[src/hdl/fcmc_ram.sv]
`default_nettype none

module fcmc_ram #(
    parameter int WIDTH = 8,
    parameter int DEPTH = 16,
    localparam int ADDR_BITS = (DEPTH > 1) ? $clog2(DEPTH) : 1
) (
    input  wire logic                 aclk,
    input  wire logic                 wr_en,
    input  wire logic [ADDR_BITS-1:0] wr_addr,
    input  wire logic [WIDTH-1:0]     wr_data,
    input  wire logic                 rd_en,
    input  wire logic [ADDR_BITS-1:0] rd_addr,
    output logic      [WIDTH-1:0]     rd_data
);

    logic [WIDTH-1:0] mem_reg [DEPTH];
    logic [WIDTH-1:0] rd_data_reg;

    always_ff @(posedge aclk) begin
        if (wr_en) begin
            mem_reg[wr_addr] <= wr_data;
        end
        if (rd_en) begin
            rd_data_reg <= mem_reg[rd_addr];
        end
    end

    assign rd_data = rd_data_reg;

endmodule

`default_nettype wire

[config.mk]
export PLATFORM = sky130hd
export DESIGN_NAME = fcmc_ram
export DESIGN_NICKNAME = d
export VERILOG_FILES = /design/src/hdl/fcmc_ram.sv
export SDC_FILE = /design/constraint.sdc
export NUM_CORES = 1
export LEC_CHECK = 0
export BUFFER_PORTS_ARGS = -buffer_cell sky130_fd_sc_hd__buf_2
export CAP_MARGIN = 30
export CORE_ASPECT_RATIO = 0.75
export CORE_MARGIN = 8
export CORE_UTILIZATION = 54
export DETAILED_ROUTE_END_ITERATION = 12
export GPL_TIMING_DRIVEN = 1
export PLACE_DENSITY = 0.75
export SYNTH_ARGS = -nofsm -noshare
export SYNTH_HDL_FRONTEND = slang
export SYNTH_SLANG_ARGS = --single-unit
[constraint.sdc]
create_clock -name aclk -period 2.85 [get_ports aclk]
set_input_delay 0.1425 -clock aclk [delete_from_list [all_inputs] [get_ports aclk]]
set_output_delay 0.1425 -clock aclk [all_outputs]
set_load 0.01 [all_outputs]
Word-level counts from Yosys, hierarchy flattened
Memory sizes are Yosys's and may differ from the RTL's. A register that Yosys moved wholly into a read port is not among the register bits. Cells that the tools add are included.

Memories kept: 1. Logic and storage cells: 3. Input port bits: 19. Output and inout port bits: 8. Bits in registers: 0. Memory bits (writable): 128.

Memories: mem_reg (words 16, width 8, rd ports 1, clocked after memory_dff 1, wr ports 1, line 17) `logic [WIDTH-1:0] mem_reg [DEPTH];`.

Mux-type cells: 2.

Operators by type and width (number): 2-to-1 mux 1 bit (2).

Logic depth before layout (Yosys ltp)
Gate-level depths: netlist of run 1.

Depth after elaboration: 2. Gate-level depth with buffers: 5. Mapped depth without buffers: 3.

Least setup slack after synthesis of run 1
Ideal clock, no wire load.

Path type: input -> register. Start: input port wr_addr[2]. End: memory mem_reg[0][0] (enable). Setup slack: 1.215 ns. Data arrival time: 1.252 ns. Path buffers: 0. Data required time: 2.467 ns. Library setup time: 0.383 ns. Stages on the path: 2. Cells stage by stage: or3b_2 > nor3_1.

RTL lines: from (decl) (line 10) `input wire logic [ADDR_BITS-1:0] wr_addr,`; to (decl) (line 17).

Straight into the memory's write port.

==> metrics, run 1 <==
status=complete, no violations; HPWL after DPL=6270 um; Peak Freq=approximately 650 MHz; number of global-route vias before repair=2502; grt total ovfl=0; RSZ-0062 raised after global routing=false; drt total wl=9750 um; maximum VDD drop=442 uV; Final period util=53.8%; Largest register FFs=~130; clock skew=0.00622 ns; chip height=101 um; met3 global-route usage=about 6.9%; Layout area overhead=15.0%; hold endpoint=rd_data[4]; clk slew on worst S/H paths=roughly 0.06 ns; final hold vios=0; Syn Inst Count=229; Post-Layout Cell Count=413; max_slew headroom=between 30% and 40%; Yosys cell types=18; CTS buffer count=17; Sw Share=between 15 and 20%; worst-path fanout max=1; pre-CTS setup slack=1.01 ns; Static Leakage=1.99 nW; Max Slew Vio Count=0; reg2reg end=rd_data[7]; register bit total from synthesis=136; Inst Count DP=383; io pins=27; footprint of the multi-input gates=1060 um^2; initial core utilization=approximately 55%; Setup CP Type=flop to flop; met2 Resource Use GR=23.6%; share of post-route cells with drive strength above 1=27.4%; Final TNS setup=0 ns; Final GP Congestion=0.748; Post-Route Utilization=between 60 and 70%; ANT cells=0; total global-route track usage=16.3%; drt drc=0; fillcell total=roughly 660; CTS tree=yes; Reg area=a little over 4000 um^2; drt first-iter violations=171; DR vias=2411; routed vias/inst=5.84; Die X=~130 um; Max H-tree Level=4; Syn Nets=248; initial antenna violation count=1; maximum number of pins on one net before global-route repair=33; GR peak layer=met2; worst hold start=rd_en; Req. time, crit path=2.99 ns; post-route ant nets=0; Comb pwr share=~4.5%; CP endpoint kind=flop; R2R depth=3; syn_area_per_cell=around 23 um^2; DRT Pass-1 Iters=4; DR WL/cell=23.6 um; clock share of power=43.6%; fin worst setup slack=around 1.3 ns; Sw Pwr=0.866 mW; Post-CTS Setup Bufs=0; DIE AREA=13100 um^2; first-pass GRT wire length=14800 um; Mapped Area=5230 um^2; Nets=289; PwrDens=728 nW/um^2; Slew @ Worst Pin=0.994 ns; clock sinks=roughly 140; HP Class=input port to flop; Worst R2R Setup Slack=1.32 ns; worst skew pair latency=0.40 ns; min Tclk post-route=1.53 ns; Seq pwr share=51.9%; WP data arrival=1.67 ns; # rows=31; worst hold margin=0.115 ns; clock buffer depth=2; hold_buf cts=0; WHS Path Cells=1; Seq/Total Area, Yosys=around four fifths; core area=~9500 um^2; max cap viols=0; synthesis warning total=0; worst flop-to-flop path startpoint=mem_reg[11][7]; internal power=3.51 mW; met1 GRT Util=22.0%; Resized cells post-CTS=0; CP Launch Type=flop; Final setup viols=0; Root Buffer=clkbuf_16; port buffer count=26
cells in the mapped netlist:
| cell | count | area, um^2 |
|---|---|---|
| a22oi_1 | 16 | 120 |
| and2_1 | 1 | 6.26 |
| and2b_1 | 1 | 7.51 |
| buf_2 | 3 | 15.0 |
| buf_4 | 1 | 7.51 |
| buf_6 | 3 | 33.8 |
| clkdlybuf4s25_2 | 3 | 30.0 |
| edfxtp_1 | 136 | 4080 |
| mux4_1 | 14 | 368 |
| mux4_2 | 18 | 405 |
| nand2_1 | 9 | 33.8 |
| nand2b_1 | 2 | 12.5 |
| nand3_1 | 1 | 5.00 |
| nand3b_1 | 2 | 15.0 |
| nor2_1 | 13 | 48.8 |
| nor2b_1 | 1 | 6.26 |
| nor3_1 | 4 | 20.0 |
| or3b_2 | 1 | 8.76 |
stage by stage:
step	power (mW)	instance area, um^2
after floorplan	2.42	5230
after global placement	2.50	5490
after detailed placement	2.51	5490
after CTS	4.41	6010
after global routing	4.51	6010
final	4.37	6010
worst max-delay path, stage by stage, from the launching register on:
cell	delay (ns)
edfxtp_1	0.38
mux4_2	0.49
a22oi_1	0.27
nand2_1	0.12
cell type report:
| cell class | count | share of cell area, % |
|---|---|---|
| Timing Repair Buffer | 32 | 3.12 |
| Multi-Input combinational cell | 83 | 17.6 |
| Clock buffer | 19 | 7.20 |
| Sequential cell | 136 | 67.9 |
| Tap cell | 132 | 2.75 |
| Clock inverter | 11 | 1.42 |
cell families after synthesis:
family / synth area share [%]
buf+inv: 1.65
simple gates: 3.14
mux: 14.8
flops: 78.1
compound gates: 2.30
per-layer routing:
metal,vias up,share of wire [%]
li1,1059,-
met2,90,47
met1,1252,43
met3,8,9.1
met5,-,0.082
met4,2,0.82
power by group through the flow:
stage / logic [mW] / clock network [mW] / registers [mW]
floorplan: 0.114 / 0 / 2.31
global placement: 0.194 / 0 / 2.31
detailed placement: 0.199 / 0 / 2.31
CTS: 0.200 / 1.94 / 2.27
global route: 0.214 / 2.02 / 2.27
finish: 0.197 / 1.91 / 2.27
layout by cell type, fill, tap and decap left out, drive strengths merged:
master    netlist  routed
clkinv          0       7
and2            1       1
and2b           1       1
buf             7      32
or3b            1       1
nand3           1       1
a22oi          16      16
mux4           32      32
nand2b          2       2
nor2b           1       1
nand3b          2       2
bufinv          0       1
clkinvlp        0       3
edfxtp        136     136
nor2           13      13
clkbuf          0      19
nor3            4       4
nand2           9       9
worst max path at each step:
| stage | depth (start not counted) | end | start |
|---|---|---|---|
| finish | 3 | rd_data[7] | mem_reg[11][7] |
| global route | 3 | rd_data[1] | mem_reg[10][1] |
| CTS | 3 | rd_data[7] | mem_reg[11][7] |
| detailed placement | 3 | mem_reg[1][3] | wr_addr[2] |
| global placement | 4 | rd_data[7] | rd_addr[1] |
| floorplan | 2 | mem_reg[0][0] | wr_addr[2] |
Power figures use the tool's default switching activity.
==> run 2: changes to the inputs <==
==> constraint.sdc (replaced) <==
create_clock -name aclk -period 1.6 [get_ports aclk]
set_input_delay 0.08 -clock aclk [delete_from_list [all_inputs] [get_ports aclk]]
set_output_delay 0.08 -clock aclk [all_outputs]
set_load 0.01 [all_outputs]
==> run 2 against run 1 <==
Effect of this change: sequential share of layout area down 2.7 points; critical path depth unchanged; design area up 4.1%; non-clock buffer count up 20; wire length up 3.6%.
==> metrics, run 2 (synthesis gave the netlist of run 1 again) <==
total global-route track usage=16.8%; Setup CP Type=flop to flop; most common cell after layout, fill and taps aside=edfxtp_1; max cap viols=0; Max H-tree Level=4; Post-CTS Setup Bufs=0; CP endpoint kind=flop; Root Buffer=clkbuf_16; hold_buf cts=0; internal power=6.91 mW; final hold vios=0; worst hold margin=0.0472 ns; core area=9540 um^2; clock sinks=around 140; Die X=130 um; ANT cells=0; initial antenna violation count=0; RSZ-0062 raised after global routing=false; DR vias=around 2500; Req. time, crit path=1.75 ns; worst skew pair latency=0.40 ns; initial core utilization=a little over half; clock buffer depth=2; clk slew on worst S/H paths=0.06 ns; HPWL after DPL=between 6000 and 7000 um; routed vias/inst=slightly below 6; post-route ant nets=0; Final setup viols=0; share of post-route cells with drive strength above 1=31.7%; chip height=101 um; clock share of power=47.9%; PwrDens=1350 nW/um^2; CTS buffer count=17; fin worst setup slack=between 0.1 and 0.15 ns; Nets=~310; HP Class=input port to flop; Worst R2R Setup Slack=0.14 ns; drt total wl=approximately 10000 um; # rows=31; CTS tree=yes; Largest register FFs=roughly 130; Max Slew Vio Count=0; Static Leakage=2.15 nW; grt total ovfl=0; Comb pwr share=between 4 and 5%; worst-path fanout max=1; drt drc=0; status=complete, no violations; DR WL/cell=23.2 um; number of global-route vias before repair=2668; first-pass GRT wire length=15300 um; drt first-iter violations=309; Sw Share=18.4%; DIE AREA=13100 um^2; commonest cells after routing, fill and taps aside=edfxtp_1 (136), buf_2 (26), buf_4 (25); Peak Freq=between 600 and 700 MHz; Resized cells post-CTS=0; CP Launch Type=flop; WP data arrival=1.61 ns; Post-Route Utilization=65.6%; max_slew headroom=71.2%; Sw Pwr=1.56 mW; io pins=27; min Tclk post-route=1.46 ns; clock skew=0.00513 ns; Final GP Congestion=0.755; DRT Pass-1 Iters=4; maximum VDD drop=834 uV; pre-CTS setup slack=-0.0275 ns; port buffer count=26; Seq pwr share=roughly 48%; maximum number of pins on one net before global-route repair=23; Slew @ Worst Pin=roughly 0.43 ns; Final period util=91.1%; Layout area overhead=19.8%
-- run 2: cell types whose count changed in the layout (fill, tap and decap cells not counted), sizes merged --
cell      previous run  this run
bufinv               1         5
buf                 32        52
clkinvlp             3         0
clkbuf              19        20
-- run 2: path summary, 6_finish.rpt --
path / cells after the start / end / startpoint
setup reg to reg: 3 / rd_data[2] / mem_reg[1][2]
hold / removal: 1 / rd_data[2] / rd_en
setup / recovery: 3 / rd_data[2] / mem_reg[1][2]
hold reg to reg: 3 / rd_data[0] / mem_reg[3][0]
-- run 2: area by class of cell --
cell class                 instances  area (um^2)
clock buffer                      20          437
tap                              132          165
multi-input combinational         83         1060
sequential                       136         4080
fill                             645         3280
clock inverter                    12          180
timing repair buffer              52          338
-- run 2: stage by stage --
| step | TNS (ns) | std cells | instance area (um^2) | power, mW |
|---|---|---|---|---|
| 2_1_floorplan | 0 | 229 | 5230 | 4.31 |
| 3_3_place_gp | -0.00321 | 403 | 5640 | 4.48 |
| 3_5_place_dp | -0.0332 | 403 | 5640 | 4.49 |
| 4_1_cts | 0 | 435 | 6260 | 8.52 |
| 5_1_grt | 0 | 435 | 6260 | 8.70 |
| 6_report | 0 | 435 | 6260 | 8.47 |
-- run 2: critical path: stages (launching register included) --
cell	delay, ns
edfxtp_1	0.36
mux4_1	0.50
a22oi_1	0.26
nand2_1	0.09
-- run 2: per-layer routing --
| metal | up-vias | global-route usage, % | share of wire, % |
|---|---|---|---|
| met5 | - | 0 | 0 |
| met2 | 103 | 25.0 | 47 |
| met3 | 11 | 6.42 | 9.0 |
| met1 | 1293 | 22.6 | 42 |
| met4 | 0 | 5.52 | 1.3 |
| li1 | 1101 | - | - |
-- run 2: power by group through the flow --
stage          Clock, mW  Sequential (mW)  Combinational [mW]
2_1_floorplan          0             4.11               0.203
3_3_place_gp           0             4.11               0.367
3_5_place_dp           0             4.11               0.382
4_1_cts             4.09             4.04               0.384
5_1_grt             4.24             4.05               0.411
6_report            4.05             4.04               0.378
