<file path="src/hdl/fcmc_pkg.sv">
`default_nettype none

package fcmc_pkg;

    localparam int INDEX_BITS   = 16;
    localparam int COUNTER_BITS = 16;

    localparam int ROWS      = 1 << INDEX_BITS;
    localparam int ROW_BITS  = 4 * COUNTER_BITS;
    localparam int CUM_BITS  = 26;
    localparam int USED_BITS = 16;

    // Width of one symbol weight: offset + scale * count.
    localparam int W_BITS   = ((COUNTER_BITS + 8 > 16) ? COUNTER_BITS + 8 : 16) + 1;
    // Width of one running-sum step before saturation.
    localparam int SUM_BITS = ((W_BITS > CUM_BITS) ? W_BITS : CUM_BITS) + 1;
    // Width for comparing a counter against max_count.
    localparam int CMP_BITS = (COUNTER_BITS > 16) ? COUNTER_BITS : 16;

    localparam logic [CUM_BITS-1:0] CUM_MAX = {CUM_BITS{1'b1}};

    localparam int CFG_ADDR_BITS = 3;
    localparam int CFG_DATA_BITS = 16;

    localparam logic [CFG_ADDR_BITS-1:0] REG_ALPHABET_FOUR = 3'd0;
    localparam logic [CFG_ADDR_BITS-1:0] REG_CONTEXT_ORDER = 3'd1;
    localparam logic [CFG_ADDR_BITS-1:0] REG_WEIGHT_OFFSET = 3'd2;
    localparam logic [CFG_ADDR_BITS-1:0] REG_WEIGHT_SCALE  = 3'd3;
    localparam logic [CFG_ADDR_BITS-1:0] REG_MAX_COUNT     = 3'd4;

    localparam logic CMD_CODE  = 1'b0;
    localparam logic CMD_CLEAR = 1'b1;

    typedef struct packed {
        logic ld_in;    // latch the accepted symbol
        logic rd_en;    // read the counter row of the current context
        logic calc_en;  // register weights and the updated row
        logic commit;   // write back, shift context, load the result
        logic clr_out;  // load the all-zero result and zero the context
        logic clr_wr;   // write one zero row of the clearing sweep
    } fcmc_cmd_t;

    typedef struct packed {
        logic out_free;
        logic sweep_last;
    } fcmc_stat_t;

endpackage

`default_nettype wire

</file>
<file path="src/hdl/fcmc_ctrl.sv">
`default_nettype none

module fcmc_ctrl import fcmc_pkg::*; (
    input  wire logic       aclk,
    input  wire logic       aresetn,
    input  wire logic       s_valid,
    output logic            s_ready,
    input  wire logic       s_cmd,
    input  wire fcmc_stat_t stat,
    output fcmc_cmd_t       cmd
);

    typedef enum logic [2:0] {
        ST_CLEAR,
        ST_IDLE,
        ST_MUL,
        ST_SUM,
        ST_CLR_RES
    } state_t;

    state_t state_reg;
    state_t state_next;
    logic   s_ready_reg;
    logic   accept;

    assign accept = s_valid && s_ready_reg;

    always_comb begin
        state_next = state_reg;
        cmd        = '0;
        case (state_reg)
            ST_CLEAR: begin
                cmd.clr_wr = 1'b1;
                if (stat.sweep_last) begin
                    state_next = ST_IDLE;
                end
            end
            ST_IDLE: begin
                if (accept) begin
                    cmd.ld_in = 1'b1;
                    if (s_cmd == CMD_CLEAR) begin
                        state_next = ST_CLR_RES;
                    end else begin
                        cmd.rd_en  = 1'b1;
                        state_next = ST_MUL;
                    end
                end
            end
            ST_MUL: begin
                cmd.calc_en = 1'b1;
                state_next  = ST_SUM;
            end
            ST_SUM: begin
                if (stat.out_free) begin
                    cmd.commit = 1'b1;
                    state_next = ST_IDLE;
                end
            end
            ST_CLR_RES: begin
                if (stat.out_free) begin
                    cmd.clr_out = 1'b1;
                    state_next  = ST_CLEAR;
                end
            end
            default: begin
                state_next = ST_CLEAR;
            end
        endcase
    end

    always_ff @(posedge aclk) begin
        if (!aresetn) begin
            state_reg   <= ST_CLEAR;
            s_ready_reg <= 1'b0;
        end else begin
            state_reg   <= state_next;
            s_ready_reg <= (state_next == ST_IDLE);
        end
    end

    assign s_ready = s_ready_reg;

endmodule

`default_nettype wire

</file>
<file path="config.mk">
export PLATFORM = sky130hd
export DESIGN_NAME = fcmc_ctrl
export DESIGN_NICKNAME = d
export VERILOG_FILES = /design/src/hdl/fcmc_pkg.sv /design/src/hdl/fcmc_ctrl.sv
export SDC_FILE = /design/constraint.sdc
export NUM_CORES = 1
export LEC_CHECK = 0
export BUFFER_PORTS_ARGS = -buffer_cell sky130_fd_sc_hd__clkbuf_2
export CAP_MARGIN = 25
export CORE_AREA = 2 2 39 41
export DETAILED_ROUTE_END_ITERATION = 10
export DIE_AREA = 0 0 41 43
export SLEW_MARGIN = 40
export SYNTH_ARGS = -nofsm -noshare
export SYNTH_HDL_FRONTEND = slang
export SYNTH_SLANG_ARGS = --single-unit
</file>
<file path="constraint.sdc">
create_clock -name aclk -period 2.3 [get_ports aclk]
set_input_delay 0.46 -clock aclk [delete_from_list [all_inputs] [get_ports aclk]]
set_output_delay 0.46 -clock aclk [all_outputs]
set_load 0.1 [all_outputs]
</file>
# After elaboration in Yosys (flattened, before gate mapping)
# Cells that the tools add are included.
op_classes:
  n_eq_ne: 5
  mux: 14
  reduce_logical: 2
ops:
  columns: ["cell", "n"]
  rows:
  - ["$mux 3", 5]
  - ["$pmux 3 s5", 1]
  - ["$eq 3x1->1 const B", 2]
  - ["$eq 3x2->1 const B", 2]
  - ["$mux 1", 6]
  - ["$mux 2", 2]
  - ["$eq 3x3->1 const B", 1]
  - ["$logic_not 3->1", 1]
  - ["$logic_and 1x1->1", 1]
word_totals:
  regBits: 4
  inputBits: 6

# Longest topological paths before layout
# Gate-level depths: netlist (run 1).
logic_depth:
  depth_word: 4
  depth_mapped: 4

# Least setup slack after synthesis (run 1)
# No wires, ideal clock.
synth_timing:
  kind: "flip-flop to output port"
  from: "reg s_ready_reg, in the netlist s_ready"
  to: "out cmd[5] (netlist name)"
  t_arrival_ps: 3202
  required_ps: 1840
  path_slack_ps: -1362
  stages_incl_launch_ff: 3
  path_cell_list: "dfxtp_1 nand3_2 nor3_1"
synth_lines:
  columns: ["item", "line", "source"]
  rows:
  - ["from (decl)", "fcmc_ctrl.sv:23", "logic s_ready_reg;"]
  - ["from (signal assigned)", "fcmc_ctrl.sv:77", "s_ready_reg <= (state_next == ST_IDLE);"]
  - ["to (decl)", "fcmc_ctrl.sv:10", "output fcmc_cmd_t cmd"]

==> reports/results.ini, run 1 <==
[worst_setup_path]
r2r_setup_slack_ps=890
start_kind=register
crit_path_max_incr_delay_ps=500
cp-startpoint=state_reg[0]
crit_fanout=8
worstPathRequired_ps=1840
endpoint_kind=output pin
crit_type=register to output pin
crit_slowest_cell=dfxtp_1
worstPathCellList=nand3_2 -> or4_1 -> clkinvlp_4 -> buf_12
reg2reg_from=state_reg[0]
critPathArrivalTime_ps=1690

[global_routing]
grt.overflow.total=0
antenna_found_initial=0
grt.total_usage=0.0764
grt_first_pass_wirelength_um=834
grt_max_degree=12
grt_pass1_vias=206

[sta]
skew_ps=2.22
rsz0062_at_grt=false
maxSlewHeadroom=0.641
hold_viol_final=0
tightest_slew_ps=541
period_minus_slack_ps=2150
maxSlewViolCount=0
setup_viol=0
whs_ps=485
final.period_utilization=0.934
clock.fmax_mhz=465
timing.final.ws_setup_ps=152

[power]
p_leak_nw=0.150
p_seq_frac=0.363
peakVddDrop_v=0.000144
comb_power_share=0.263
switchingPower_uw=77.5
p_int_uw=145
clkPwrFrac=0.373
pwr_density_cell_nw_per_um2=621
switching_share=0.349

[routing]
vias=261
drtIter0Drc=1
first_pass_iters=2
wl_per_cell_um=9.00
drcViolationCount=0
vias_per_cell=4.35
drt_wl_total_um=540
antenna_left=0

[finish]
drive_gt1_frac=0.523
final_nets=52
fin_cells=60
diodes=0
nFillCells=156
largest_register_ffs=3
area_growth_pct=60.7

[job]
cap_violations=0

[die]
die-area_um2=1760
io_pins=13
start_util=0.161
die_h_um=43
die_w_um=41
rows=14
core-area_um2=1380

[synthesis]
ys_seq_area_frac=0.360
syn_inst=31
synth.avg_cell_area_um2=7.18
netlist_area_um2=223
yosys.cell_types.count=13
yosysWarningCount=0
syn_nets=37
synth-seq-cells=4

[clock_network]
htree_levels=1
numCtsBuffers=3
ctsHoldBuffers=0
cts_resized=0
cts_num_sinks=4
clockBufferDepth=2
root_buffer=clkbuf_4
postCtsSetupBuffers=0
clock_latency_ps=230
cts_tree=done
path_clk_slew_ps=40

[placement]
dp_hpwl_um=437
dp_cells=57
io_buffers=12
dp_slack_ps=378
place_congestion=0.680

[outcome]
status=completed

[worst_hold_path]
hp-start=aresetn
hold_class=input pin to register

## synthesized netlist by cell type (all sizes together)
| cell | count | area, um^2 |
|---|---|---|
| a21oi | 2 | 10.0 |
| clkbuf | 2 | 7.51 |
| dfxtp | 4 | 80.1 |
| inv | 1 | 3.75 |
| nand2 | 4 | 15.0 |
| nand2b | 3 | 18.8 |
| nand3 | 1 | 10.0 |
| nor2 | 3 | 11.3 |
| nor3 | 5 | 25.0 |
| nor4b | 1 | 8.76 |
| o21ai | 3 | 15.0 |
| or4 | 1 | 7.51 |
| or4b | 1 | 10.0 |
## power groups by stage
stage	logic [mW]	registers, mW	clock network (mW)
6_report	0.0585	0.0808	0.0830
5_1_grt	0.0619	0.0818	0.0977
4_1_cts	0.0590	0.0809	0.0864
3_5_place_dp	0.0589	0.0820	0
3_3_place_gp	0.0586	0.0817	0
2_1_floorplan	0.0361	0.0917	0
## metrics by stage
| stage | setup TNS, ps | power (mW) | instance area (um^2) | utilization |
|---|---|---|---|---|
| floorplan | -177 | 0.128 | 248 | - |
| global placement | 0 | 0.140 | 335 | 0.242 |
| detailed placement | 0 | 0.141 | 335 | 0.242 |
| CTS | 0 | 0.226 | 358 | 0.259 |
| global route | 0 | 0.241 | 358 | 0.259 |
| finish | 0 | 0.222 | 358 | 0.259 |
## final timing paths
| path | end | cells after the start |
|---|---|---|
| setup / recovery | cmd[4] | 4 |
| hold / removal | state_reg[2] | 3 |
| setup reg to reg | state_reg[2] | 3 |
| hold reg to reg | state_reg[2] | 2 |
## placed cells by master (no fill, tap or decap), types with 2 or more instances in the layout
master / instances
a21oi_1: 2
clkbuf_2: 11
clkbuf_4: 3
dfxtp_1: 3
nand2_1: 4
nand2b_1: 3
nor2_2: 2
nor3_1: 2
nor3_2: 3
o21ai_0: 3
## cell families after synthesis
group / count (synthesis) / share of synthesized area
buffers and inverters: 3 / 0.0506
DFF: 4 / 0.360
AOI/OAI and AO/OA: 5 / 0.112
and+or+nand+nor: 19 / 0.478
## layer usage
layer	wire, um	vias to the layer above	track usage
li1	-	134	-
met1	241	122	0.0839
met2	278	5	0.0906
met3	20	0	0.0628
met4	0	0	0.0600
met5	0	-	0
## worst max-delay path, delay by kind of cell (launching register included)
kind	cells	cell delay [ps]
simple gates	2	670
flops	1	500
buf+inv	2	290
## cell type report
| type | count | area [um^2] | share of cell area |
|---|---|---|---|
| flip-flops and latches | 4 | 81.3 | 0.227 |
| multi-input cells | 24 | 151 | 0.423 |
| inverters | 1 | 7.51 | 0.0210 |
| clock buffers | 3 | 22.5 | 0.0629 |
| repair buffers | 12 | 75.1 | 0.210 |
| well taps | 16 | 20.0 | 0.0559 |
Note: power is estimated with default switching activity, not from simulation.
==> run 2, diff against run 1 <==
--- a/config.mk
+++ b/config.mk
@@ -8,6 +8,7 @@
 export BUFFER_PORTS_ARGS = -buffer_cell sky130_fd_sc_hd__clkbuf_2
 export CAP_MARGIN = 25
 export CORE_AREA = 2 2 39 41
+export CTS_BUF_LIST = sky130_fd_sc_hd__clkbuf_16
 export DETAILED_ROUTE_END_ITERATION = 10
 export DIE_AREA = 0 0 41 43
 export SLEW_MARGIN = 40
==> reports/results.ini, run 2 (synthesis results as in run 1) <==
[worst_setup_path]
r2r_end=state_reg[2]
crit_path_max_incr_delay_ps=500
endpoint_kind=output pin
crit_type=register to output pin
r2r_setup_slack_ps=900
r2r_cells=3
start_kind=register
worstPathCellList=nand3_2 -> or4_1 -> clkinvlp_4 -> buf_12
critPathArrivalTime_ps=1670
reg2reg_from=state_reg[0]
crit_slowest_cell=dfxtp_1
path_buf_inv=2
worstPathRequired_ps=1840
crit_fanout=8
cp_top_family=simple AND/OR/NAND/NOR gates

[sta]
whs_ps=492
maxSlewHeadroom=0.641
setup_viol=0
clock.fmax_mhz=469
period_minus_slack_ps=2130
hold_viol_final=0
timing.final.ws_setup_ps=166
skew_ps=1.22
final.period_utilization=0.928
tightest_slew_ps=541
rsz0062_at_grt=false
maxSlewViolCount=0

[worst_hold_path]
hold_depth=3
hold_class=input pin to register
whs_endpoint=state_reg[2]
hp-start=aresetn

[clock_network]
cts_num_sinks=4
clockBufferDepth=2
ctsHoldBuffers=0
postCtsSetupBuffers=0
cts_tree=done
path_clk_slew_ps=30
htree_levels=1
numCtsBuffers=3
cts_resized=0
root_buffer=clkbuf_16
clock_latency_ps=220

[routing]
drt_wl_total_um=567
vias=266
vias_per_cell=4.43
drcViolationCount=0
first_pass_iters=1
drtIter0Drc=0
antenna_left=0
wl_per_cell_um=9.45

[die]
die-area_um2=1760
start_util=0.161
die_h_um=43
die_w_um=41
rows=14
io_pins=13
core-area_um2=1380

[global_routing]
antenna_found_initial=0
grt_pass1_vias=215
grt_max_degree=12
grt.overflow.total=0
grt_first_pass_wirelength_um=848
grt.total_usage=0.0754

[power]
clkPwrFrac=0.654
p_seq_frac=0.201
peakVddDrop_v=0.000341
switching_share=0.235
switchingPower_uw=94.9
pwr_density_cell_nw_per_um2=983
p_leak_nw=0.173
comb_power_share=0.145
p_int_uw=308

[finish]
largest_register_ffs=3
diodes=0
drive_gt1_frac=0.523
fin_util=0.297
area_growth_pct=84.3
final_cell_mix=11 x clkbuf_2, 4 x nand2_1
mostFrequentLayoutCell=clkbuf_2
final_nets=52
nFillCells=154

[job]
cap_violations=0

[placement]
dp_hpwl_um=437
dp_slack_ps=378
place_congestion=0.680
io_buffers=12

[outcome]
status=completed

run 2: layout make-up:
type                       count  area (um^2)  share of cell area
clock buffer                   3         75.1               0.183
inverter                       1         7.51              0.0183
multi-input combinational     24          151               0.369
sequential                     4         81.3               0.198
tap                           16         20.0              0.0488
timing repair buffer          12         75.1               0.183
run 2: how the worst max path moves through the flow:
stage | from | to | depth (start not counted)
2_1_floorplan | s_ready | cmd[5] | 2
3_3_place_gp | state_reg[0] | cmd[4] | 4
3_5_place_dp | state_reg[0] | cmd[4] | 4
4_1_cts | state_reg[0] | cmd[4] | 4
5_1_grt | state_reg[0] | cmd[4] | 4
6_report | state_reg[0] | cmd[4] | 4
run 2: metal layers:
metal | part of all wire | global-route usage
met4 | 0 | 0.0600
met5 | 0 | 0
met3 | 0.067 | 0.0471
met2 | 0.50 | 0.0906
met1 | 0.44 | 0.0903
run 2: power groups by stage:
stage / clock (mW) / combinational [mW] / sequential [mW]
6_report: 0.264 / 0.0586 / 0.0810
5_1_grt: 0.279 / 0.0619 / 0.0819
4_1_cts: 0.268 / 0.0590 / 0.0811
3_5_place_dp: 0 / 0.0589 / 0.0820
3_3_place_gp: 0 / 0.0586 / 0.0817
2_1_floorplan: 0 / 0.0361 / 0.0917
run 2: worst min-delay path, stage by stage:
cell and delay (ps):
clkbuf_2 90, nand2_1 70, a21oi_1 40
run 2: stage by stage:
stage                     instance area [um^2]  power (mW)  setup TNS (ps)  std cells
after detailed placement                   335       0.141               0         57
after global routing                       410       0.423               0         60
after CTS                                  410       0.409               0         60
after global placement                     335       0.140               0         57
final                                      410       0.403               0         60
after floorplan                            248       0.128            -177         31
