### config.mk
export PLATFORM = sky130hd
export DESIGN_NAME = fcmc_datapath
export DESIGN_NICKNAME = d
export VERILOG_FILES = /design/src/hdl/fcmc_pkg.sv /design/src/hdl/fcmc_datapath.sv
export SDC_FILE = /design/constraint.sdc
export NUM_CORES = 2
export LEC_CHECK = 0
export BUFFER_PORTS_ARGS = -buffer_cell sky130_fd_sc_hd__buf_2
export CORE_MARGIN = 3
export CORE_UTILIZATION = 63
export DETAILED_ROUTE_END_ITERATION = 7
export GPL_TIMING_DRIVEN = 1
export PLACE_DENSITY = 0.93
export SETUP_SLACK_MARGIN = 0.05
export SYNTH_ARGS = -nofsm -noshare
export SYNTH_HDL_FRONTEND = slang
export SYNTH_SLANG_ARGS = --single-unit
### constraint.sdc
create_clock -name aclk -period 10.85 [get_ports aclk]
set_clock_uncertainty 0.05 [all_clocks]
set_input_delay 2.17 -clock aclk [delete_from_list [all_inputs] [get_ports aclk]]
set_output_delay 2.17 -clock aclk [all_outputs]
set_load 0.05 [all_outputs]
### src/hdl/fcmc_pkg.sv
`default_nettype none

package fcmc_pkg;

    localparam int INDEX_BITS   = 16;
    localparam int COUNTER_BITS = 16;

    localparam int ROWS      = 1 << INDEX_BITS;
    localparam int ROW_BITS  = 4 * COUNTER_BITS;
    localparam int CUM_BITS  = 26;
    localparam int USED_BITS = 16;

    // Width of one symbol weight: offset + scale * count.
    localparam int W_BITS   = ((COUNTER_BITS + 8 > 16) ? COUNTER_BITS + 8 : 16) + 1;
    // Width of one running-sum step before saturation.
    localparam int SUM_BITS = ((W_BITS > CUM_BITS) ? W_BITS : CUM_BITS) + 1;
    // Width for comparing a counter against max_count.
    localparam int CMP_BITS = (COUNTER_BITS > 16) ? COUNTER_BITS : 16;

    localparam logic [CUM_BITS-1:0] CUM_MAX = {CUM_BITS{1'b1}};

    localparam int CFG_ADDR_BITS = 3;
    localparam int CFG_DATA_BITS = 16;

    localparam logic [CFG_ADDR_BITS-1:0] REG_ALPHABET_FOUR = 3'd0;
    localparam logic [CFG_ADDR_BITS-1:0] REG_CONTEXT_ORDER = 3'd1;
    localparam logic [CFG_ADDR_BITS-1:0] REG_WEIGHT_OFFSET = 3'd2;
    localparam logic [CFG_ADDR_BITS-1:0] REG_WEIGHT_SCALE  = 3'd3;
    localparam logic [CFG_ADDR_BITS-1:0] REG_MAX_COUNT     = 3'd4;

    localparam logic CMD_CODE  = 1'b0;
    localparam logic CMD_CLEAR = 1'b1;

    typedef struct packed {
        logic ld_in;    // latch the accepted symbol
        logic rd_en;    // read the counter row of the current context
        logic calc_en;  // register weights and the updated row
        logic commit;   // write back, shift context, load the result
        logic clr_out;  // load the all-zero result and zero the context
        logic clr_wr;   // write one zero row of the clearing sweep
    } fcmc_cmd_t;

    typedef struct packed {
        logic out_free;
        logic sweep_last;
    } fcmc_stat_t;

endpackage

`default_nettype wire

### src/hdl/fcmc_datapath.sv
`default_nettype none

module fcmc_datapath import fcmc_pkg::*; (
    input  wire logic                     aclk,
    input  wire logic                     aresetn,
    input  wire logic                     cfg_wr_en,
    input  wire logic [CFG_ADDR_BITS-1:0] cfg_addr,
    input  wire logic [CFG_DATA_BITS-1:0] cfg_wdata,
    input  wire logic [1:0]               s_symbol,
    input  wire fcmc_cmd_t                cmd,
    output fcmc_stat_t                    stat,
    output logic                          ram_wr_en,
    output logic [INDEX_BITS-1:0]         ram_wr_addr,
    output logic [ROW_BITS-1:0]           ram_wr_data,
    output logic                          ram_rd_en,
    output logic [INDEX_BITS-1:0]         ram_rd_addr,
    input  wire logic [ROW_BITS-1:0]      ram_rd_data,
    output logic                          m_valid,
    input  wire logic                     m_ready,
    output logic [CUM_BITS-1:0]           m_cum_freq_0,
    output logic [CUM_BITS-1:0]           m_cum_freq_1,
    output logic [CUM_BITS-1:0]           m_cum_freq_2,
    output logic [CUM_BITS-1:0]           m_cum_freq_3,
    output logic [USED_BITS-1:0]          m_context_used
);

    localparam logic [4:0] MAX_ORD_BIN  = 5'(INDEX_BITS);
    localparam logic [4:0] MAX_ORD_QUAD = 5'((INDEX_BITS / 2 < 1) ? 1 : INDEX_BITS / 2);

    logic                    alpha_reg;
    logic [4:0]              order_reg;
    logic [15:0]             offset_reg;
    logic [7:0]              scale_reg;
    logic [15:0]             maxc_reg;

    logic [INDEX_BITS-1:0]   ctx_reg;
    logic [INDEX_BITS-1:0]   sweep_reg;
    logic [1:0]              sym_reg;
    logic [W_BITS-1:0]       w_reg [4];
    logic [W_BITS-1:0]       w_next [4];
    logic [ROW_BITS-1:0]     row_reg;
    logic [ROW_BITS-1:0]     row_next;
    logic [CUM_BITS-1:0]     cum_reg [4];
    logic [CUM_BITS-1:0]     cum_next [4];
    logic [USED_BITS-1:0]    used_reg;
    logic                    m_valid_reg;

    logic [4:0]              ord_min;
    logic [4:0]              ord_eff;
    logic [5:0]              keep_sh;
    logic [INDEX_BITS-1:0]   keep_mask;
    logic [INDEX_BITS-1:0]   ctx_next;
    logic [INDEX_BITS+USED_BITS-1:0] ctx_wide;

    // Effective context order and the new context after shifting in the symbol.
    always_comb begin
        ord_min = (order_reg == 5'd0) ? 5'd1 : order_reg;
        if (alpha_reg) begin
            ord_eff = (ord_min > MAX_ORD_QUAD) ? MAX_ORD_QUAD : ord_min;
            keep_sh = {ord_eff - 5'd1, 1'b0};
        end else begin
            ord_eff = (ord_min > MAX_ORD_BIN) ? MAX_ORD_BIN : ord_min;
            keep_sh = {1'b0, ord_eff - 5'd1};
        end
        keep_mask = ~({INDEX_BITS{1'b1}} << keep_sh);
        ctx_next  = ((ctx_reg & keep_mask) << (alpha_reg ? 2'd2 : 2'd1))
                    | INDEX_BITS'(sym_reg);
        ctx_wide  = {{USED_BITS{1'b0}}, ctx_reg};
    end

    // Weights of the fetched row, and the row after the counter update.
    always_comb begin
        logic [COUNTER_BITS-1:0] cnt_n;
        logic [COUNTER_BITS-1:0] cnt_sel;
        logic [COUNTER_BITS-1:0] cnt_inc;
        logic [COUNTER_BITS-1:0] v;
        logic                    trig;
        cnt_sel = '0;
        for (int n = 0; n < 4; n++) begin
            cnt_n = ram_rd_data[n*COUNTER_BITS +: COUNTER_BITS];
            w_next[n] = W_BITS'(offset_reg) + W_BITS'(scale_reg) * W_BITS'(cnt_n);
            if (sym_reg == 2'(n)) begin
                cnt_sel = cnt_n;
            end
        end
        cnt_inc = cnt_sel + COUNTER_BITS'(1);
        trig = (CMP_BITS'(cnt_inc) >= CMP_BITS'(maxc_reg)) || (cnt_inc == '1);
        for (int n = 0; n < 4; n++) begin
            v = (sym_reg == 2'(n)) ? cnt_inc : ram_rd_data[n*COUNTER_BITS +: COUNTER_BITS];
            if (trig && (n < 2 || alpha_reg)) begin
                v = v >> 1;
            end
            row_next[n*COUNTER_BITS +: COUNTER_BITS] = v;
        end
    end

    // Saturating cumulative sums from the highest symbol down.
    always_comb begin
        logic [CUM_BITS-1:0] run;
        logic [SUM_BITS-1:0] s;
        run = '0;
        for (int n = 3; n >= 0; n--) begin
            if (n < 2 || alpha_reg) begin
                s   = SUM_BITS'(run) + SUM_BITS'(w_reg[n]);
                run = (s > SUM_BITS'(CUM_MAX)) ? CUM_MAX : s[CUM_BITS-1:0];
                cum_next[n] = run;
            end else begin
                cum_next[n] = '0;
            end
        end
    end

    always_ff @(posedge aclk) begin
        if (!aresetn) begin
            alpha_reg   <= 1'b0;
            order_reg   <= 5'd8;
            offset_reg  <= 16'd1;
            scale_reg   <= 8'd1;
            maxc_reg    <= 16'hFFFF;
            ctx_reg     <= '0;
            sweep_reg   <= '0;
            m_valid_reg <= 1'b0;
        end else begin
            if (cfg_wr_en) begin
                case (cfg_addr)
                    REG_ALPHABET_FOUR: alpha_reg  <= cfg_wdata[0];
                    REG_CONTEXT_ORDER: order_reg  <= cfg_wdata[4:0];
                    REG_WEIGHT_OFFSET: offset_reg <= cfg_wdata;
                    REG_WEIGHT_SCALE:  scale_reg  <= cfg_wdata[7:0];
                    REG_MAX_COUNT:     maxc_reg   <= cfg_wdata;
                    default: ;
                endcase
            end
            if (cmd.clr_wr) begin
                sweep_reg <= sweep_reg + INDEX_BITS'(1);
            end
            if (cmd.commit) begin
                ctx_reg <= ctx_next;
            end else if (cmd.clr_out) begin
                ctx_reg <= '0;
            end
            if (cmd.commit || cmd.clr_out) begin
                m_valid_reg <= 1'b1;
            end else if (m_ready) begin
                m_valid_reg <= 1'b0;
            end
        end
    end

    always_ff @(posedge aclk) begin
        if (cmd.ld_in) begin
            sym_reg <= alpha_reg ? s_symbol : {1'b0, s_symbol[0]};
        end
        if (cmd.calc_en) begin
            w_reg   <= w_next;
            row_reg <= row_next;
        end
        if (cmd.commit) begin
            cum_reg  <= cum_next;
            used_reg <= ctx_wide[USED_BITS-1:0];
        end else if (cmd.clr_out) begin
            for (int n = 0; n < 4; n++) begin
                cum_reg[n] <= '0;
            end
            used_reg <= '0;
        end
    end

    assign ram_wr_en   = cmd.commit || cmd.clr_wr;
    assign ram_wr_addr = cmd.clr_wr ? sweep_reg : ctx_reg;
    assign ram_wr_data = cmd.clr_wr ? '0 : row_reg;
    assign ram_rd_en   = cmd.rd_en;
    assign ram_rd_addr = ctx_reg;

    assign stat.out_free   = !m_valid_reg || m_ready;
    assign stat.sweep_last = (sweep_reg == '1);

    assign m_valid        = m_valid_reg;
    assign m_cum_freq_0   = cum_reg[0];
    assign m_cum_freq_1   = cum_reg[1];
    assign m_cum_freq_2   = cum_reg[2];
    assign m_cum_freq_3   = cum_reg[3];
    assign m_context_used = used_reg;

endmodule

`default_nettype wire

# Word level (Yosys, flattened, before mapping)
# Cells that the tools add are included.
[word_totals] ff_bits=365 in_bits=95 out_inout_bits=221 word_cells=107
[op_classes] addsub=11 multipliers=4 magnitude_cmp=7 n_eq_ne=9 n_shift=2 n_mux=33 bitwise=3 n_reduce_logical=16
[op_table] op="104-bit 2-to-1 mux" n=2
[op_table] op="16-bit 2-to-1 mux" n=12
[op_table] op="26-bit 2-to-1 mux" n=7
[op_table] op="16-bit by 24-bit adder with 25-bit output" n=4
[op_table] op="8-bit by 16-bit multiplier with 24-bit output" n=4
[op_table] op="26-bit by 25-bit adder with 27-bit output" n=3
[op_table] op="27-bit by 26-bit greater-than comparator with 1-bit output (second input constant)" n=3
[op_table] op="64-bit 2-to-1 mux" n=1
[op_table] op="15-bit 2-to-1 mux" n=4
[op_table] op="16-bit by 1-bit adder with 16-bit output (second input constant)" n=2
[op_table] op="16-bit == test (second input constant)" n=2
[op_table] op="25-bit by 26-bit greater-than comparator with 1-bit output (second input constant)" n=1
[op_table] op="16-bit AND" n=1
[op_table] op="16-bit >= comparator" n=1
[op_table] op="16-bit inverter" n=1
[op_table] op="16-bit by 2-bit bitwise OR with 16-bit output" n=1
[op_table] op="16-bit by 2-bit left shift with 16-bit output" n=1
[op_table] op="16-bit by 6-bit left shift with 16-bit output (first input constant)" n=1
[op_table] op="5-bit 2-to-1 mux" n=3
[op_table] op="2-bit AND reduction" n=5
[op_table] op="5-bit by 1-bit subtractor with 5-bit output (second input constant)" n=2
[op_table] op="3-bit by 2-bit == test with 1-bit output (second input constant)" n=2
[op_table] op="6-bit 2-to-1 mux" n=1
[op_table] op="5-bit by 4-bit greater-than comparator with 1-bit output (second input constant)" n=1
[op_table] op="other kinds (14)" n=20

# Depth between registers and ports, before layout
[depth] ltp_word=14 ltp_mapped=41 ltp_nobuf=32

# Least setup slack after synthesis
# Ideal clock, no wire load.
[synth_timing] kind="register -> register" from="reg alpha_reg" to="reg cum_reg, in the netlist m_cum_freq_0[23] (data pin)" setup_time_ns=0.267 arrival_time_ns=8.356 setup_slack_ns=2.177 path_stages_with_launch=40 synth_period_minus_slack_ns=8.673 cell_sequence="dfxtp_1 clkbuf_1 clkbuf_1 clkbuf_1 buf_1 clkbuf_1 clkbuf_1 clkbuf_1 and2_1 ha_1 ha_1 a21oi_1 nor4_1 a21oi_1 a2bb2oi_1 o31ai_1 a22o_1 a211oi_1 [4 not listed] a21o_1 a21oi_1 o21ai_0 o211ai_1 a21boi_0 o221a_2 clkbuf_1 or2_2 ha_1 a211oi_1 o21ai_0 a211o_1 a2111oi_0 nor3_1 o21a_1 a211oi_1 xor2_1 o21ai_0"
[synth_rtl] item="start, declared" line="fcmc_datapath.sv:30" rtl="logic alpha_reg;"
[synth_rtl] item="start signal, assigned" line="fcmc_datapath.sv:126" rtl="REG_ALPHABET_FOUR: alpha_reg <= cfg_wdata[0];"
[synth_rtl] item="end signal, assigned" line="fcmc_datapath.sv:159" rtl="cum_reg <= cum_next;"
[synth_rtl] item="end, declared" line="fcmc_datapath.sv:43" rtl="logic [CUM_BITS-1:0] cum_reg [4];"

==> out/metrics.cfg <==
[floorplan]
io_pins = 316
die_x_um = 253
core_mm2 = 0.0597
start_util_pct = 64.4
rows = 89
die_y_um = 253
die_area_mm2 = 0.0640

[job]
max_cap_viol_count = 0

[detailed_routing]
dr.pass1.iters = 8
drtAntennaViolNets = 0
detail_route.vias_per_cell = 6.34
wl_per_cell_um = 22.5
vias = 32004
drt_iter0_markers = 3766
drc = 0
routed_wl_um = 114000

[layout]
drive_above_1_share_pct = 11.3
final_cells = 5044
final_util_pct = 69.7
synthToLayoutAreaGrowth_pct = 8.18
nets = 4999
largest_register_ffs = 100

[timing]
max_slew.worst_pin.slew_ns = 1.24
fin_crit_ns = 9.03
slew_headroom_pct = 17.4
final_max_slew_viol_count = 0
grt_setup_unrepaired = false
finalSetupTns_ns = 0
final_hold_viol_count = 0
holdWs_ns = 0.421
setup_violations = 0
postLayoutSetupSlackWorst_ns = 1.82
fmax_mhz = 111
min_period_over_period_pct = 83.2

[place]
io_buffers = 312
dp.cells = 4952
routabilityCongestion = 0.964
dp.final_hpwl_um = 84300
place_ws_ns = 2.00

[clocking]
cts.reportedPaths.clkPinSlew_ns = 0.06
cts_tree = built
numCtsBuffers = 43
cts_sinks = 364
htree_levels = 2
post_cts_resized = 0
clockBufferDepth = 3
cts_hold_buffers = 0
cts_setup_buffers = 0
insertion_delay_ns = 0.61
cts_root_buf = clkbuf_16

[logic_synthesis]
synth_area_leaders = edfxtp_1, fa_1, ha_1, nand2_1, and2_1
synth_warnings = 0
synth-edff-count = 285
ys_types = 91
ys.flop_type = edfxtp_1
synth.top_cell.area_share_pct = 22.3
synth_nets = 4862
syn_area_mm2 = 0.0384
synth_top_area_cell = edfxtp_1
netlist_instances = 4087
postSynth.asyncResetShare_pct = 0
ys_seq_elements = 364
avgSynthCellArea_um2 = 9.41
synth-seq-area-share_pct = 26.4

[critical_path]
crit_start = alpha_reg
regToRegSetupSlack_ns = 1.82
worstPathRequired_ns = 11.11
worst_setup_path_start_kind = flop
worstSetupPathType = flop to flop
r2r_start = alpha_reg
max_stage_delay_ns = 0.78
cp_max_fo = 82
slowest_stage = dfxtp_4
cp-end-kind = flop
cp_data_arrival_time_ns = 9.28

[status]
run_status = finished, final reports clean

[global_route]
grt_pass1_wl_um = 174000
grt_max_degree = 88
overflow = 0
grt_pass1_vias = 32137
antenna_found_initial = 6
track_usage_pct = 35.1

[power]
p_comb_share_pct = 33.4
irDropWorstVdd_mv = 0.105
p_seq_share_pct = 36.5
intPower_w = 0.00300
power_frac_clock_pct = 30.1
power.density_mw_per_mm2 = 116
p_switching_w = 0.00184
leakagePower_nw = 19.7
switching_share_pct = 38.0

[worst_hold_path]
hold_start = offset_reg[11]
hold_class = flop to flop

[worst paths after layout]
| kind | cells past startpoint | to |
|---|---|---|
| min reg2reg | 2 | offset_reg[11] |
| max reg2reg | 29 | m_cum_freq_0[23] |
| max | 29 | m_cum_freq_0[23] |
| min | 2 | offset_reg[11] |
[layout make-up]
type                       count  area [µm²]
antenna                       13        32.5
multi-input combinational   3010       25500
clock inverter                24         218
timing repair buffer         337        1760
sequential                   364       10100
inverter                     468        1760
clock buffer                  55        1160
fill                        4012       18100
tap                          773         967
[routing by layer]
| layer | wire [µm] | share of wire (%) | GRT usage (%) | vias up |
|---|---|---|---|---|
| met3 | 13900 | 12 | 9.92 | 702 |
| met2 | 51800 | 46 | 56.3 | 2217 |
| li1 | - | - | - | 13861 |
| met5 | 25 | 0.022 | 0.150 | - |
| met1 | 38500 | 34 | 41.2 | 15220 |
| met4 | 9560 | 8.4 | 23.5 | 4 |
[placed cells by master (no fill, tap or decap), drive strengths merged, types with 14 or more instances in the layout]
master,count
o31ai,14
a211oi,20
o21a,19
inv,478
a21oi,165
clkbuf,55
and2,291
o211ai,43
a31oi,16
mux2,20
nor2b,101
nand2b,46
fa,402
nand4,24
and3,64
o21ai,153
nand2,558
o21bai,19
mux2i,62
a21o,50
edfxtp,285
nor3,44
xor2,44
dfxtp,79
or2,20
xnor2,125
a21boi,45
buf,337
nand3,44
nor2,152
ha,278
mux4,16
o22ai,16
[Yosys cell counts (64+ instances only)]
cell,number
a21oi_1,164
and2_1,291
and3_1,64
clkbuf_1,211
dfxtp_1,79
edfxtp_1,285
fa_1,402
ha_1,278
inv_1,467
nand2_1,558
nor2_1,152
nor2b_1,101
o21ai_0,150
xnor2_1,125
[worst max-delay path, delay by kind of cell (launching register included)]
family / cells / cell delay (ns)
simple gates: 9 / 1.51
buf+inv: 1 / 0.77
xor+xnor: 2 / 0.38
fa+ha+maj: 3 / 0.90
compound gates: 14 / 4.29
flops: 1 / 0.78
[per-stage QoR]
step           instance area [µm²]  total power, W
6_report                     41600         0.00484
5_1_grt                      41600         0.00503
4_1_cts                      41600         0.00481
3_5_place_dp                 40200         0.00336
3_3_place_gp                 40200         0.00331
2_1_floorplan                38400         0.00292
[kinds of logic after synthesis]
logic type               share of synthesized area, %
buffers and inverters                            7.22
AO/OA/AOI/OAI                                    10.8
XOR/XNOR                                         3.85
multiplexers                                     3.21
AND/OR/NAND/NOR                                  18.4
other                                         0.00975
flip-flops                                       26.4
adder cells (fa/ha/maj)                          30.1
[power by group through the flow]
stage	clock network [W]	logic (W)	registers [W]
CTS	0.00146	0.00158	0.00177
detailed placement	0	0.00157	0.00179
finish	0.00146	0.00162	0.00177
global placement	0	0.00153	0.00179
global route	0.00152	0.00174	0.00178
floorplan	0	0.00100	0.00192
No activity file was read; power rests on OpenSTA's default activity.
